$ cat config.mk
export PLATFORM = sky130hd
export DESIGN_NAME = double_ended_queue_core
export DESIGN_NICKNAME = d
export VERILOG_FILES = /design/src/rtl/core/deq_pkg.sv /design/src/rtl/core/deq_cell.sv /design/src/rtl/core/double_ended_queue_core.sv
export SDC_FILE = /design/constraint.sdc
export NUM_CORES = 1
export LEC_CHECK = 0
export BUFFER_PORTS_ARGS = -buffer_cell sky130_fd_sc_hd__buf_2
export CAP_MARGIN = 40
export CORE_ASPECT_RATIO = 0.9
export CORE_MARGIN = 2
export CORE_UTILIZATION = 63
export CTS_CLUSTER_DIAMETER = 30
export DETAILED_ROUTE_END_ITERATION = 10
export GPL_TIMING_DRIVEN = 0
export PLACE_DENSITY_LB_ADDON = 0.15
export REMOVE_ABC_BUFFERS = 1
export SLEW_MARGIN = 20
export SYNTH_ARGS = -nofsm -noshare
export SYNTH_HDL_FRONTEND = slang
export SYNTH_SLANG_ARGS = --single-unit
$ cat constraint.sdc
create_clock -name clk -period 4.6 [get_ports clk]
set_clock_uncertainty 0.05 [all_clocks]
set_input_delay 0.69 -clock clk [delete_from_list [all_inputs] [get_ports clk]]
set_output_delay 0.69 -clock clk [all_outputs]
set_load 0.005 [all_outputs]
$ cat src/rtl/core/deq_pkg.sv
// Shared types and codes for the double-ended queue core.
package deq_pkg;

    localparam int WORD_W = 32;
    localparam int OCC_W  = 5;

    typedef logic signed [WORD_W-1:0] deq_word_t;
    typedef logic [OCC_W-1:0]         deq_occ_t;
    typedef logic [2:0]               deq_req_code_t;
    typedef logic [1:0]               deq_status_t;

    localparam deq_req_code_t REQ_PUSH_FRONT = 3'd0;
    localparam deq_req_code_t REQ_PUSH_BACK  = 3'd1;
    localparam deq_req_code_t REQ_POP_FRONT  = 3'd2;
    localparam deq_req_code_t REQ_POP_BACK   = 3'd3;
    localparam deq_req_code_t REQ_CLEAR      = 3'd4;

    localparam deq_status_t ST_OK    = 2'd0;
    localparam deq_status_t ST_EMPTY = 2'd1;
    localparam deq_status_t ST_FULL  = 2'd2;

    typedef enum logic [2:0] {
        OP_NONE,
        OP_PUSH_FRONT,
        OP_PUSH_BACK,
        OP_POP_FRONT,
        OP_POP_BACK,
        OP_CLEAR
    } deq_op_t;

    typedef struct packed {
        deq_req_code_t req_type;
        deq_word_t     push_value;
    } deq_req_t;

    typedef struct packed {
        deq_status_t status;
        deq_word_t   popped_value;
        logic        now_empty;
        deq_occ_t    occupancy;
    } deq_rsp_t;

    typedef struct packed {
        deq_op_t   op;
        deq_word_t value;
    } deq_cmd_t;

    typedef struct packed {
        logic      valid;
        deq_word_t data;
        deq_word_t carry;
    } deq_link_t;

endpackage

$ cat src/rtl/core/deq_cell.sv
// One storage cell of the queue chain: entry, valid flag and back-value carry.
module deq_cell (
    input  logic               clk,
    input  logic               rst_n,
    input  deq_pkg::deq_cmd_t  cmd,
    input  deq_pkg::deq_link_t prev_link,
    input  deq_pkg::deq_link_t next_link,
    output deq_pkg::deq_link_t link
);

    logic              valid_reg;
    logic              valid_next;
    deq_pkg::deq_word_t data_reg;
    deq_pkg::deq_word_t data_next;
    deq_pkg::deq_word_t carry_reg;
    deq_pkg::deq_word_t carry_next;
    logic              is_last;

    assign is_last = valid_reg && !next_link.valid;

    always_comb
    begin
        valid_next = valid_reg;
        data_next  = data_reg;
        case (cmd.op)
            deq_pkg::OP_PUSH_FRONT:
            begin
                valid_next = prev_link.valid;
                data_next  = prev_link.data;
            end
            deq_pkg::OP_PUSH_BACK:
            begin
                if (!valid_reg && prev_link.valid)
                begin
                    valid_next = 1'b1;
                    data_next  = cmd.value;
                end
            end
            deq_pkg::OP_POP_FRONT:
            begin
                valid_next = next_link.valid;
                data_next  = next_link.data;
            end
            deq_pkg::OP_POP_BACK:
            begin
                if (is_last)
                begin
                    valid_next = 1'b0;
                end
            end
            deq_pkg::OP_CLEAR:
            begin
                valid_next = 1'b0;
            end
            default:
            begin
                valid_next = valid_reg;
            end
        endcase
    end

    // pass the back entry toward the front of the chain
    assign carry_next = is_last ? data_reg : next_link.carry;

    always_ff @(posedge clk or negedge rst_n)
    begin
        if (!rst_n)
        begin
            valid_reg <= 1'b0;
        end
        else
        begin
            valid_reg <= valid_next;
        end
    end

    always_ff @(posedge clk)
    begin
        data_reg  <= data_next;
        carry_reg <= carry_next;
    end

    assign link.valid = valid_reg;
    assign link.data  = data_reg;
    assign link.carry = carry_reg;

endmodule

$ cat src/rtl/core/double_ended_queue_core.sv
// Top level of the double-ended queue: request decode, count and cell chain.
// Response timing: push, pop front, clear, unused codes and pop back on an empty queue
// give their response in the cycle after the request transaction; other pop back
// requests respond only after the back value has swept along the cell chain.
// Throughput: one request per cycle while responses are taken, except that a pop back
// on a non-empty queue holds off the next request until its sweep of the back value
// along the cell chain to the front cell is done and its response is registered.
// Reset: rst_n clears the count, all cell valid flags and the response valid.
module double_ended_queue_core #(
    parameter int DEPTH = 16
) (
    input  logic              clk,
    input  logic              rst_n,
    input  logic              req_valid,
    output logic              req_ready,
    input  deq_pkg::deq_req_t req,
    output logic              rsp_valid,
    input  logic              rsp_ready,
    output deq_pkg::deq_rsp_t rsp
);

    localparam int CNT_W = $clog2(DEPTH + 1);

    typedef enum logic [1:0] {
        ST_IDLE  = 2'b01,
        ST_SWEEP = 2'b10
    } state_t;

    state_t             state_reg;
    state_t             state_next;
    logic [CNT_W-1:0]   count_reg;
    logic [CNT_W-1:0]   count_next;
    logic [CNT_W-1:0]   sweep_reg;
    logic [CNT_W-1:0]   sweep_next;
    logic               rsp_valid_reg;
    logic               rsp_valid_next;
    deq_pkg::deq_rsp_t  rsp_reg;
    deq_pkg::deq_rsp_t  rsp_next;

    deq_pkg::deq_cmd_t  cmd;
    deq_pkg::deq_link_t links [0:DEPTH+1];
    logic [DEPTH-1:0]   cell_valid;

    logic               is_full;
    logic               is_empty;
    logic               slot_free;
    logic               accept;
    logic               has_result;
    deq_pkg::deq_status_t status;
    deq_pkg::deq_word_t popped;

    assign is_full   = (count_reg == CNT_W'(DEPTH));
    assign is_empty  = (count_reg == '0);
    assign slot_free = !rsp_valid_reg || rsp_ready;
    assign req_ready = (state_reg == ST_IDLE) && slot_free;
    assign accept    = req_valid && req_ready;

    always_comb
    begin
        state_next     = state_reg;
        count_next     = count_reg;
        sweep_next     = sweep_reg;
        cmd.op         = deq_pkg::OP_NONE;
        cmd.value      = req.push_value;
        has_result     = 1'b0;
        status         = deq_pkg::ST_OK;
        popped         = '0;

        unique case (state_reg)
            ST_IDLE:
            begin
                if (accept)
                begin
                    has_result = 1'b1;
                    unique case (req.req_type)
                        deq_pkg::REQ_PUSH_FRONT:
                        begin
                            if (is_full)
                            begin
                                status = deq_pkg::ST_FULL;
                            end
                            else
                            begin
                                cmd.op     = deq_pkg::OP_PUSH_FRONT;
                                count_next = count_reg + CNT_W'(1);
                            end
                        end
                        deq_pkg::REQ_PUSH_BACK:
                        begin
                            if (is_full)
                            begin
                                status = deq_pkg::ST_FULL;
                            end
                            else
                            begin
                                cmd.op     = deq_pkg::OP_PUSH_BACK;
                                count_next = count_reg + CNT_W'(1);
                            end
                        end
                        deq_pkg::REQ_POP_FRONT:
                        begin
                            if (is_empty)
                            begin
                                status = deq_pkg::ST_EMPTY;
                            end
                            else
                            begin
                                cmd.op     = deq_pkg::OP_POP_FRONT;
                                popped     = links[1].data;
                                count_next = count_reg - CNT_W'(1);
                            end
                        end
                        deq_pkg::REQ_POP_BACK:
                        begin
                            if (is_empty)
                            begin
                                status = deq_pkg::ST_EMPTY;
                            end
                            else
                            begin
                                has_result = 1'b0;
                                state_next = ST_SWEEP;
                                sweep_next = CNT_W'(DEPTH);
                            end
                        end
                        deq_pkg::REQ_CLEAR:
                        begin
                            cmd.op     = deq_pkg::OP_CLEAR;
                            count_next = '0;
                        end
                        default:
                        begin
                            status = deq_pkg::ST_OK;
                        end
                    endcase
                end
            end
            ST_SWEEP:
            begin
                if (sweep_reg != '0)
                begin
                    sweep_next = sweep_reg - CNT_W'(1);
                end
                else if (slot_free)
                begin
                    cmd.op     = deq_pkg::OP_POP_BACK;
                    popped     = links[1].carry;
                    count_next = count_reg - CNT_W'(1);
                    has_result = 1'b1;
                    state_next = ST_IDLE;
                end
            end
            default:
            begin
                state_next = ST_IDLE;
            end
        endcase
    end

    always_comb
    begin
        rsp_valid_next        = rsp_valid_reg;
        rsp_next              = rsp_reg;
        if (has_result)
        begin
            rsp_valid_next         = 1'b1;
            rsp_next.status        = status;
            rsp_next.popped_value  = popped;
            rsp_next.now_empty     = (count_next == '0);
            rsp_next.occupancy     = deq_pkg::deq_occ_t'(count_next);
        end
        else if (rsp_ready)
        begin
            rsp_valid_next = 1'b0;
        end
    end

    always_ff @(posedge clk or negedge rst_n)
    begin
        if (!rst_n)
        begin
            state_reg     <= ST_IDLE;
            count_reg     <= '0;
            sweep_reg     <= '0;
            rsp_valid_reg <= 1'b0;
        end
        else
        begin
            state_reg     <= state_next;
            count_reg     <= count_next;
            sweep_reg     <= sweep_next;
            rsp_valid_reg <= rsp_valid_next;
        end
    end

    always_ff @(posedge clk)
    begin
        rsp_reg <= rsp_next;
    end

    assign rsp_valid = rsp_valid_reg;
    assign rsp       = rsp_reg;

    assign links[0].valid       = 1'b1;
    assign links[0].data        = cmd.value;
    assign links[0].carry       = '0;
    assign links[DEPTH+1].valid = 1'b0;
    assign links[DEPTH+1].data  = '0;
    assign links[DEPTH+1].carry = '0;

    for (genvar i = 0; i < DEPTH; i++)
    begin : g_cell
        deq_cell u_cell (
            .clk       (clk),
            .rst_n     (rst_n),
            .cmd       (cmd),
            .prev_link (links[i]),
            .next_link (links[i+2]),
            .link      (links[i+1])
        );
        assign cell_valid[i] = links[i+1].valid;
    end

    a_count_matches_cells: assert property (@(posedge clk) disable iff (!rst_n)
        $countones(cell_valid) == int'(count_reg))
        else $error("entry count differs from occupied cells");

    a_count_bound: assert property (@(posedge clk) disable iff (!rst_n)
        count_reg <= CNT_W'(DEPTH))
        else $error("entry count above depth");

    a_sweep_blocks_req: assert property (@(posedge clk) disable iff (!rst_n)
        state_reg == ST_SWEEP |-> !req_ready)
        else $error("request taken during pop back sweep");

    a_sweep_nonempty: assert property (@(posedge clk) disable iff (!rst_n)
        state_reg == ST_SWEEP |-> count_reg != '0)
        else $error("pop back sweep on empty queue");

    a_pop_back_shrinks: assert property (@(posedge clk) disable iff (!rst_n)
        cmd.op == deq_pkg::OP_POP_BACK |=> count_reg == $past(count_reg) - CNT_W'(1))
        else $error("pop back did not shrink count");

endmodule
-- After elaboration in Yosys (flattened, before gate mapping)
Index checks and enable logic that the tools add are counted.
- flip-flop bits (word level): 1093
- input port bits: 39
- output and inout bits: 42
- word-level logic and storage cells: 327
- add/subtract/negate cells: 3
- eq/ne operators: 49
- multiplexer cells: 136
- reduce and logical (&&, ||, !) cells: 83
- operator list (kind ; count):
    case mux 32 bit (3 select lines) ; 16
    two-way mux 32 bit ; 36
    case mux 1 bit (5 select lines) ; 14
    case mux 32 bit (2 select lines) ; 1
    inequality test 2 x 1 -> 1 bit, second input constant ; 31
    two-way mux 5 bit ; 9
    AND reduction 3 bit ; 14
    two-way mux 1 bit ; 39
    AND reduction 2 bit ; 19
    case mux 5 bit (2 select lines) ; 2
    logical AND 1 bit ; 17
    zero test 1 bit ; 16
    two-way mux 2 bit ; 8
    case mux 5 bit (3 select lines) ; 1
    equality test 3 x 2 -> 1 bit, second input constant ; 4
    inequality test 2 bit, second input constant ; 6
    case mux 3 bit (4 select lines) ; 1
    zero test 5 bit ; 2
    AND reduction 5 bit ; 2
    nonzero test 5 bit ; 2
    subtractor 5 x 1 -> 5 bit, second input constant ; 2
    equality test 3 bit, second input constant ; 3
    two-way mux 3 bit ; 3
    case mux 2 bit (2 select lines) ; 2
    other kinds (16) ; 21

-- Depth between registers and ports, before layout
Gate-level depths: netlist of run 1.
- word-level depth: 10
- gate-level depth with buffers: 13
- gate-level depth less buffers: 8

-- By module
Synthesis of run 1 repeated with hierarchy kept, for this count alone.
- cells, all modules: 3881
- area total of the unflattened synthesis: 51911.0 µm²
- by module, submodules not included (module ; instances ; cells each ; area each (µm²) ; seq. area each (µm²)):
    deq_cell ; 16 ; 227 ; 3065.4 ; 1626.6
    double_ended_queue_core ; 1 ; 249 ; 2864.0 ; 1527.7

-- Worst setup path after synthesis of run 1
No wires, ideal clock.
- kind: input port to flip-flop
- start point: input port req[34] (netlist name)
- end point: register g_cell[0].u_cell.data_reg[0] (enable)
- setup time: 432 ps
- arrival time: 3686 ps
- required time: 4118 ps
- slack: 432 ps
- cell stages on the path: 7
- path buffers: 2
- cell sequence: clkbuf_1 nor3b_1 and3_1 nor3_2 o21ai_1 clkbuf_1 a21oi_1
- word-level cells in the longest chain between the ends: 7
- elaborated cells on any way between the ends: 13
- those cells by class: 7 x eq/ne; 3 x mux; 3 x reduce/logical
- RTL lines (element ; RTL line ; text):
    start: declaration ; double_ended_queue_core.sv:16 ; input deq_pkg::deq_req_t req,
    equality test 3 bit (tied with other cells) ; double_ended_queue_core.sv:75 ; unique case (req.req_type)
    case mux 3 bit (4 select lines) * ; double_ended_queue_core.sv:75 ;
    two-way mux 3 bit * ; double_ended_queue_core.sv:72 ; if (accept)
    case mux 3 bit (2 select lines) * ; double_ended_queue_core.sv:69 ; unique case (state_reg)
    equality test 3 x 2 -> 1 bit / equality test 3 x 1 -> 1 bit (equally long branches) ; deq_cell.sv:25 ; case (cmd.op)
    inequality test 2 bit (no line) / nonzero test 3 bit (equally long branches) ; -- ;
    AND reduction 2 bit (no line) * ; -- ;
    end signal: assignment ; deq_cell.sv:79 ; data_reg <= data_next;
    end: declaration ; deq_cell.sv:13 ; deq_pkg::deq_word_t data_reg;
Every way passes the cells marked *; elsewhere a longest branch is shown, timed or not.
A chain may end at the register's enable or synchronous reset.

-- Worst setup path in the final report of run 1
- start point: register count_reg[0]
- end point: register g_cell[3].u_cell.data_reg[20] (enable)
- word-level cells in the longest chain between the ends: 8
- elaborated cells on any way between the ends: 14
- those cells by class: 5 x eq/ne; 6 x mux; 3 x reduce/logical
- RTL lines (element ; RTL line ; text):
    start: declaration ; double_ended_queue_core.sv:31 ; logic [CNT_W-1:0] count_reg;
    start signal: assignment ; double_ended_queue_core.sv:190 ; count_reg <= count_next;
    equality test 5 bit / zero test 5 bit (equally long branches) ; double_ended_queue_core.sv:52, double_ended_queue_core.sv:53 ;
    two-way mux 1 bit (tied with other cells) ; double_ended_queue_core.sv:78 ; if (is_full)
    case mux 3 bit (4 select lines) * ; double_ended_queue_core.sv:75 ;
    two-way mux 3 bit * ; double_ended_queue_core.sv:72 ;
    case mux 3 bit (2 select lines) * ; double_ended_queue_core.sv:69 ;
    equality test 3 x 2 -> 1 bit / equality test 3 x 1 -> 1 bit (equally long branches) ; deq_cell.sv:25 ;
    inequality test 2 x 1 -> 1 bit (no line) / nonzero test 3 bit (equally long branches) ; -- ;
    AND reduction 2 bit (no line) * ; -- ;
    end signal: assignment ; deq_cell.sv:79 ;
    end: declaration ; deq_cell.sv:13 ;
Marked as above.

==> run summary, run 1 <==
At the end of routability-driven placement, the weighted congestion stood at 0.853. The number of buffer and inverter instances along the worst setup path came out at 7. The worst register-to-register path begins at count_reg[0]. Half-perimeter wire length of the detailed placement result: 73400 microns. Summing all multi-input logic gate instances after layout gives 0.0177 sq mm.

The run gives 0 as the final hold violation count. The maximum clock insertion buffer count came out at 3. Setup slack on the worst reg-to-reg path comes out at 0.006 ns. Counting every instance in the synthesized netlist gives 3784.

The busiest metal layer after global routing is met2. For the total power, the log shows 41100 uW. In this run the mean area of a mapped cell was 12.4 sq um. The cell count of the worst hold path was 2. The worst hold slack is 0.182 ns. The cell sitting at the root of the clock tree is a sky130_fd_sc_hd__clkbuf_16. Maximum VDD drop: 482 uV. The sequential cells in the finished layout cover a total of 0.0276 sq mm.

The unique cell type count in the Yosys netlist was 73. The count of synthesis-stage warnings from yosys is 0. The top cell family by delay on the critical path was buffers and inverters.

The initialized floorplan defines 94 standard-cell rows. Critical path class: reg2reg. The worst setup path is launched from a flip-flop. Data on the critical path is required at its endpoint by 4.98 ns.

The number of global-route vias before repair is 32000, and the worst-path maximum fanout is 41. In this run the standard cell core region covers 0.0733 sq mm. For met2 alone, demand over resource in global routing was 49.7%. The die boundary height works out to 263 microns. Compared with the post-synthesis result, the final layout area differs by 19.2%. Counting cells, the worst reg-to-reg path comes to 13. Entering global routing, the biggest net connects 52 pins.

Layout filler cell count: 4351. The first-pass iteration count of the detailed router was 8; the combined global-route utilization of all metal layers was 31.7%. The insertion delay to the later sink of the worst-skew pair is 0.75 ns. The share of async-settable or async-resettable flops after synthesis works out to 2.65%.

The class of the tightest hold or removal check was in2reg. Dividing the detail-routed via count by the number of cells gives 6.36. Prevailing post-synth register cell: sky130_fd_sc_hd__edfxtp_1. The clock transition at the register clock pins on the worst setup and hold paths after CTS was 0.05 ns. Most numerous cell on the critical path: sky130_fd_sc_hd__buf_12.

In the final routed layout, each cell accounts on average for 24.9 microns. Total number of H-tree levels: 4. Yosys mapped a number of flops with a built-in enable equal to 552.

TritonCTS built the clock tree. In the final design database the tool counted 3871 nets. The worst-path cell with the longest stage delay is sky130_fd_sc_hd__a21oi_4. Number of ports placed on the die boundary: 81. The count of buffers from port buffering is 80, and the total die area is 0.0765 sq mm. Summing the sequential cell areas from Yosys gives 58.9% of the chip area.

The routed wire length was 123000 microns. The flow ran to the end, and the final reports show no timing, DRC or antenna violations. The power density over the cells was 737 mW/mm^2. The worst path needs 4.59 ns of the cycle, external delays included.

Setup violations remaining at the end of the flow were counted as 0. The library cell occupying the most area in the post-synthesis netlist is sky130_fd_sc_hd__edfxtp_1. TritonCTS created 171 clock buffers. The antenna diode count came out at 0.

The signal on the critical path passes through inv_1, ha_1, or4b_4, and4_4, buf_12, a21o_4, buf_12, buf_16, nor3_4, buf_8, buf_8, a21oi_4, buf_12. The number of max-slew violations in the final report was 0; the static power due to leakage was 0.0200 uW. For this run, design rule violations remaining after detail routing come to 0.

STA puts the critical path data arrival time at 4.97 ns. For the number of violations reported at the end of detailed-routing iteration 0, the log shows 2822. Setup repair after global routing left no endpoint under its margin. For the global-route wire length before repair, the log shows 188000 microns. The path with the worst hold slack has its endpoint at g_cell[0].u_cell.data_reg[15]. The logs give -0.607 ns for the post-placement worst setup slack and 63.9% for the initial core utilization.

The smallest setup slack after layout is 0.00579 ns. The setup total negative slack came out at 0 ns. The global-route met3 utilization was 6.71%. The maximum single-stage delay on the critical path is 0.62 ns. In this run, synthesis produced a sequential element count of 1093.

The share of layout cells above drive strength 1 is 42.2%, and the relative max-transition margin is 43.1%. The run gives 0 as the number of maximum-capacitance violations. Summed over its instances, the top area cell type makes up 35.4% of the synthesized netlist area. Measured along the x axis, the die boundary spans 291 microns. Based on the critical path, the design can be clocked at up to 218 MHz. Detailed routing inserted a total of 31400 vias. The number of antenna violations at the first check in global routing is 0, and the post-synthesis cell area is 0.0468 sq mm. The met1 global-route usage is 43.0%, and the actual transition at the worst max-transition pin is 0.832 ns.

The critical path endpoint category is a flip-flop. The start point of the worst hold path was req[15]. Summed over all layers, the global routing overflow is 0.

The utilization after layout was 76.1%; the share of the clock period used by the worst path was 99.9%. The capture point of the worst reg-to-reg path is g_cell[3].u_cell.data_reg[20]. The detail route stage leaves a number of antenna-violating nets equal to 0.

Ranked by total cell area, the synthesized netlist is headed by sky130_fd_sc_hd__edfxtp_1, sky130_fd_sc_hd__dfxtp_1, sky130_fd_sc_hd__mux2_2. CTS saw 1093 sinks.
[synth_stat cells, types with 6 or more instances]
master,number
sky130_fd_sc_hd__nor2_1,524
sky130_fd_sc_hd__dfxtp_1,512
sky130_fd_sc_hd__nand3_1,12
sky130_fd_sc_hd__dfrtp_1,28
sky130_fd_sc_hd__nand2_1,32
sky130_fd_sc_hd__a221o_1,10
sky130_fd_sc_hd__edfxtp_1,552
sky130_fd_sc_hd__a21oi_1,355
sky130_fd_sc_hd__buf_2,106
sky130_fd_sc_hd__nand2b_1,18
sky130_fd_sc_hd__o32a_1,14
sky130_fd_sc_hd__buf_4,35
sky130_fd_sc_hd__ha_1,6
sky130_fd_sc_hd__mux2_2,515
sky130_fd_sc_hd__inv_1,13
sky130_fd_sc_hd__and2_1,67
sky130_fd_sc_hd__o21ai_0,35
sky130_fd_sc_hd__clkbuf_1,149
sky130_fd_sc_hd__nor4_1,6
sky130_fd_sc_hd__mux2_1,31
sky130_fd_sc_hd__a22oi_1,32
sky130_fd_sc_hd__o21ai_1,6
sky130_fd_sc_hd__buf_6,43
sky130_fd_sc_hd__a21oi_2,600
sky130_fd_sc_hd__nor2b_1,6
[cell type report]
class	instances	share of cell area (%)
repair buffers	204	5.64
multi-input cells	2342	31.8
clock buffers	198	8.09
clock inverters	122	2.81
flip-flops and latches	1093	49.4
inverters	14	0.0987
well taps	960	2.15
[worst reg2reg max path: cells and delay by family, from the launching register on]
family                   cells  cell delay, ns
flip-flops                   1            0.45
buffers and inverters        7            1.67
adder cells (fa/ha/maj)      1            0.28
AO/OA/AOI/OAI                2            0.96
AND/OR/NAND/NOR              3            0.87
[routing by layer]
layer  vias to the layer above  wire length, microns
met5                         -                     0
met4                         0                  4930
met3                       368                 10200
met2                      1496                 56800
met1                     15700                 51100
li1                      13800                     -
[logic make-up (layout without fill, tap and decap cells)]
kind of cell	count (synthesis)	count (layout)	share of synthesized area, %
buffers and inverters	351	538	4.07
AND/OR/NAND/NOR	698	699	6.52
XOR/XNOR	3	3	0.0561
adder cells (fa/ha/maj)	7	7	0.182
AO/OA/AOI/OAI	1085	1086	17.2
flip-flops	1093	1093	58.9
multiplexers	547	547	13.2
[timing repair]
action	in CTS	in global routing
buffers inserted	5	4
pin swaps	4	3
gates cloned	2	0
resized for setup	5	4
setup endpoints to repair	305	93
endpoints found under the hold margin	28	0
hold buffers	1	0
[cells in the final DEF (no fill, tap or decap), types with 35 or more instances in the layout]
master,count
sky130_fd_sc_hd__nor2_1,523
sky130_fd_sc_hd__a21oi_2,600
sky130_fd_sc_hd__clkbuf_16,172
sky130_fd_sc_hd__mux2_2,515
sky130_fd_sc_hd__buf_12,41
sky130_fd_sc_hd__a21oi_1,339
sky130_fd_sc_hd__edfxtp_1,552
sky130_fd_sc_hd__and2_1,67
sky130_fd_sc_hd__o21ai_0,35
sky130_fd_sc_hd__buf_16,61
sky130_fd_sc_hd__dfxtp_1,512
sky130_fd_sc_hd__buf_2,80
[where the power goes]
part | total (uW) | internal (uW) | leakage, uW | switching (uW)
Clock | 13400 | 8590 | 0.00292 | 4840
Sequential | 16500 | 14700 | 0.00972 | 1900
Combinational | 11100 | 5140 | 0.00736 | 5970
[through the flow]
stage	area, sq um	cells
finish	55800	4933
detailed placement	49500	4594
CTS	55600	4922
floorplan	45000	3447
global route	55800	4933
global placement	46600	4487
[worst max path at each step]
stage / depth (start not counted) / slack, ns / to / start
floorplan: 6 / -11.83 / g_cell[0].u_cell.data_reg[0] / state_reg[0]
global placement: 6 / -21.34 / g_cell[2].u_cell.data_reg[23] / req[33]
detailed placement: 14 / -0.61 / g_cell[1].u_cell.data_reg[2] / req[33]
CTS: 13 / 0.01 / g_cell[4].u_cell.data_reg[3] / count_reg[0]
global route: 15 / 0.02 / g_cell[15].u_cell.data_reg[7] / state_reg[0]
finish: 13 / 0.006 / g_cell[3].u_cell.data_reg[20] / count_reg[0]
(Power assumes the default switching activity.)
==> run 2: changes to the inputs <==
Settings changed: BUFFER_PORTS_ARGS -buffer_cell sky130_fd_sc_hd__buf_2 to -buffer_cell sky130_fd_sc_hd__buf_4.
==> run summary, run 2 (synthesis results as in run 1) <==
The flow ran to the end, and the final reports show no timing, DRC or antenna violations. The initial utilization of the core area, before any placement, comes to 63.9%. The relative area change from synthesis to final layout is 20.0%.

The number of antenna violations at the first check in global routing is 0, and the number of global-route vias before repair is 32100. The number of cells on the worst reg-to-reg path is 12. The actual transition at the worst max-transition pin is 0.924 ns. For this design the ratio of total power to cell area is 736 mW/mm^2. The worst hold path terminates at g_cell[0].u_cell.data_reg[12].

For the final hold violation count, the log shows 0. During I/O placement, the number of pins put on the boundary was 81. Walking the worst path, the cells encountered are inv_1, ha_2, and2_1, and4_4, buf_12, a21o_4, buf_16, nor3_4, buf_8, buf_8, a21oi_4, buf_16. After the last flow step, the layout net total stands at 3881.

The tools report the instance area at placement as 0.0499 sq mm. The capture point of the worst reg-to-reg path is g_cell[8].u_cell.data_reg[5]. The first global-routing pass estimated 189000 microns of wire. Derived from the worst setup path, the maximum achievable clock frequency is 219 MHz. Data on the critical path is required at its endpoint by 4.97 ns. Global-route met3 utilization: 6.32%.

First-pass iteration count of the detailed router: 7. Clock-pin slew was measured on the worst setup and hold paths at 0.07 ns. Most common library cell in the layout ignoring fill and taps: sky130_fd_sc_hd__a21oi_2. The tools report the final weighted congestion in routability-driven placement as 0.835. Met1 global-route usage: 43.0%. The number of endpoints failing setup at the final stage came out at 0.

The die boundary height was 263 microns; the antenna diode count was 0. Counting the fill cells in the layout gives 4239. Relative max-transition margin: 37.8%.

The maximum clock insertion buffer count was 3. The critical path is of the reg2reg type. TritonCTS built the clock tree.

In this design, the largest share of critical-path delay is due to buffers and inverters. The critical path endpoint category is a flip-flop. The analysis attributes to cell leakage a power of 0.0202 uW. For this run, global-route usage on met2 was measured as 50.1%. The data arrival time of the critical path is 4.94 ns. The region available for standard cell placement spans 0.0733 sq mm. For the number of maximum-capacitance violations, the log shows 0. Summing all non-filler instances in the final layout gives an area of 0.0562 sq mm. The minimum period implied by the final worst setup slack works out to 4.56 ns.

The tools report the residual DRC count as 0. For this run, the slowest stage of the critical path takes 0.54 ns. The run gives 0.0765 sq mm as the total die area.

The setup slack of the most critical reg-to-reg path was 0.04 ns; the total power was 41400 uW. The run gives 4 as the total number of H-tree levels. VDD sags by at most 487 uV. The pin count of the biggest net entering global routing is 50. In the global route stage, overall resource usage came out at 31.9%. The tools report the start point of the worst hold path as req[12].

The startpoint identified for the worst register-to-register timing path is state_reg[1]. Of all nets on the critical path, the largest fanout is 43. STA classifies the critical path startpoint as a flip-flop. The run gives 125000 microns as the routed wire length.

For the cell count after placement, the log shows 4604. Hold timing on the final database bottoms out at a slack of 0.199 ns. The largest individual stage delay along the critical path comes from the cell sky130_fd_sc_hd__a21oi_4. The tree is rooted in a sky130_fd_sc_hd__clkbuf_16. Leaving out fill and tap cells, the most frequent cells in the layout are sky130_fd_sc_hd__a21oi_2, sky130_fd_sc_hd__edfxtp_1, sky130_fd_sc_hd__nor2_1, sky130_fd_sc_hd__mux2_2, sky130_fd_sc_hd__dfxtp_1.

After the flow finishes, the layout carries non-filler instances totaling 4944. The HPWL after detailed placement is 74200 microns. The post-route netlist has 42.4% of its cells at a drive strength greater than 1.

Number of buffer and inverter instances along the worst setup path: 6. The number of max-slew violations in the final report was 0; the die extent in x was 291 microns. The worst hold path passes through 2 cells. For this run the aggregate overflow at the end of global routing stands at 0.

The post-placement worst setup slack is -0.659 ns, and the share of the clock period used by the worst path is 99.2%. The CTS buffer count came out at 171. The detailed router finished its first iteration with 3576 violations. The insertion delay to the later sink of the worst-skew pair came out at 0.74 ns. In this run the tool buffered the top-level ports with 80 buffer cells. The number of antenna-violating nets in the routed design is 0, and the detailed-route wire length per cell is 25.3 microns.

The class of the tightest hold or removal check is in2reg. The CTS sink count is 1093. In the routed layout, each cell is associated on average with a via count of 6.37. For this block, the via count after detailed routing is 31500. The global routing stage identified its most utilized layer as met2. Setup slack closes at 0.0361 ns. The total number of placement rows came out at 94.
==> run 2: changes by cell type in the layout (fill, tap and decap cells not counted), moves of 6 or more <==
cell | before | now
sky130_fd_sc_hd__clkbuf_16 | 172 | 181
sky130_fd_sc_hd__clkinv_8 | 9 | 3
sky130_fd_sc_hd__inv_6 | 14 | 21
sky130_fd_sc_hd__buf_16 | 61 | 68
sky130_fd_sc_hd__buf_4 | 10 | 91
sky130_fd_sc_hd__buf_2 | 80 | 0
==> run 2: how the worst max path moves through the flow <==
| stage | end | cells past startpoint | start | slack [ns] |
|---|---|---|---|---|
| floorplan | g_cell[0].u_cell.data_reg[0] | 6 | state_reg[0] | -11.83 |
| global placement | g_cell[2].u_cell.data_reg[23] | 6 | req[34] | -21.28 |
| detailed placement | g_cell[15].u_cell.data_reg[8] | 14 | state_reg[0] | -0.66 |
| CTS | g_cell[7].u_cell.data_reg[16] | 12 | count_reg[0] | 0.09 |
| global route | g_cell[8].u_cell.data_reg[9] | 11 | state_reg[0] | -0.02 |
| finish | g_cell[8].u_cell.data_reg[5] | 12 | state_reg[1] | 0.04 |
==> run 2: final cells by class <==
class                   instances  area, sq um  share of cell area, %
clock buffers                 207         4770                   8.49
clock inverters               114         1320                   2.35
inverters                      14         53.8                 0.0958
multi-input cells            2342        17700                   31.6
flip-flops and latches       1093        27600                   49.1
well taps                     960         1200                   2.14
repair buffers                214         3540                   6.30
==> run 2: where the power goes <==
part | internal (uW) | leakage, uW | switching [uW]
Combinational | 5300 | 0.00750 | 6100
Sequential | 14700 | 0.00972 | 1870
Clock | 8630 | 0.00294 | 4790
Total | 28600 | 0.0202 | 12800
==> run 2: per-layer routing <==
| metal | wire (microns) | vias to the layer above |
|---|---|---|
| met4 | 5520 | 0 |
| met3 | 10900 | 428 |
| met2 | 57500 | 1583 |
| met5 | 0 | - |
| met1 | 51300 | 15700 |
| li1 | - | 13800 |
==> run 2: metrics by stage <==
step,utilization [%],TNS [ns]
after CTS,76.5,0
after detailed placement,68.1,-44.69
after global placement,63.8,-
after floorplan,-,-
after global routing,76.6,-0.345
final,76.6,0
==> run 2: timing repair <==
| action | 4_1_cts | 5_1_grt |
|---|---|---|
| setup endpoints to repair | 199 | 11 |
| hold buffers | 1 | 0 |
| resized for setup | 3 | 1 |
| pin swaps | 4 | 2 |
| gates cloned | 1 | 1 |
| hold endpoints to repair | 28 | 0 |
| buffers inserted | 5 | 5 |
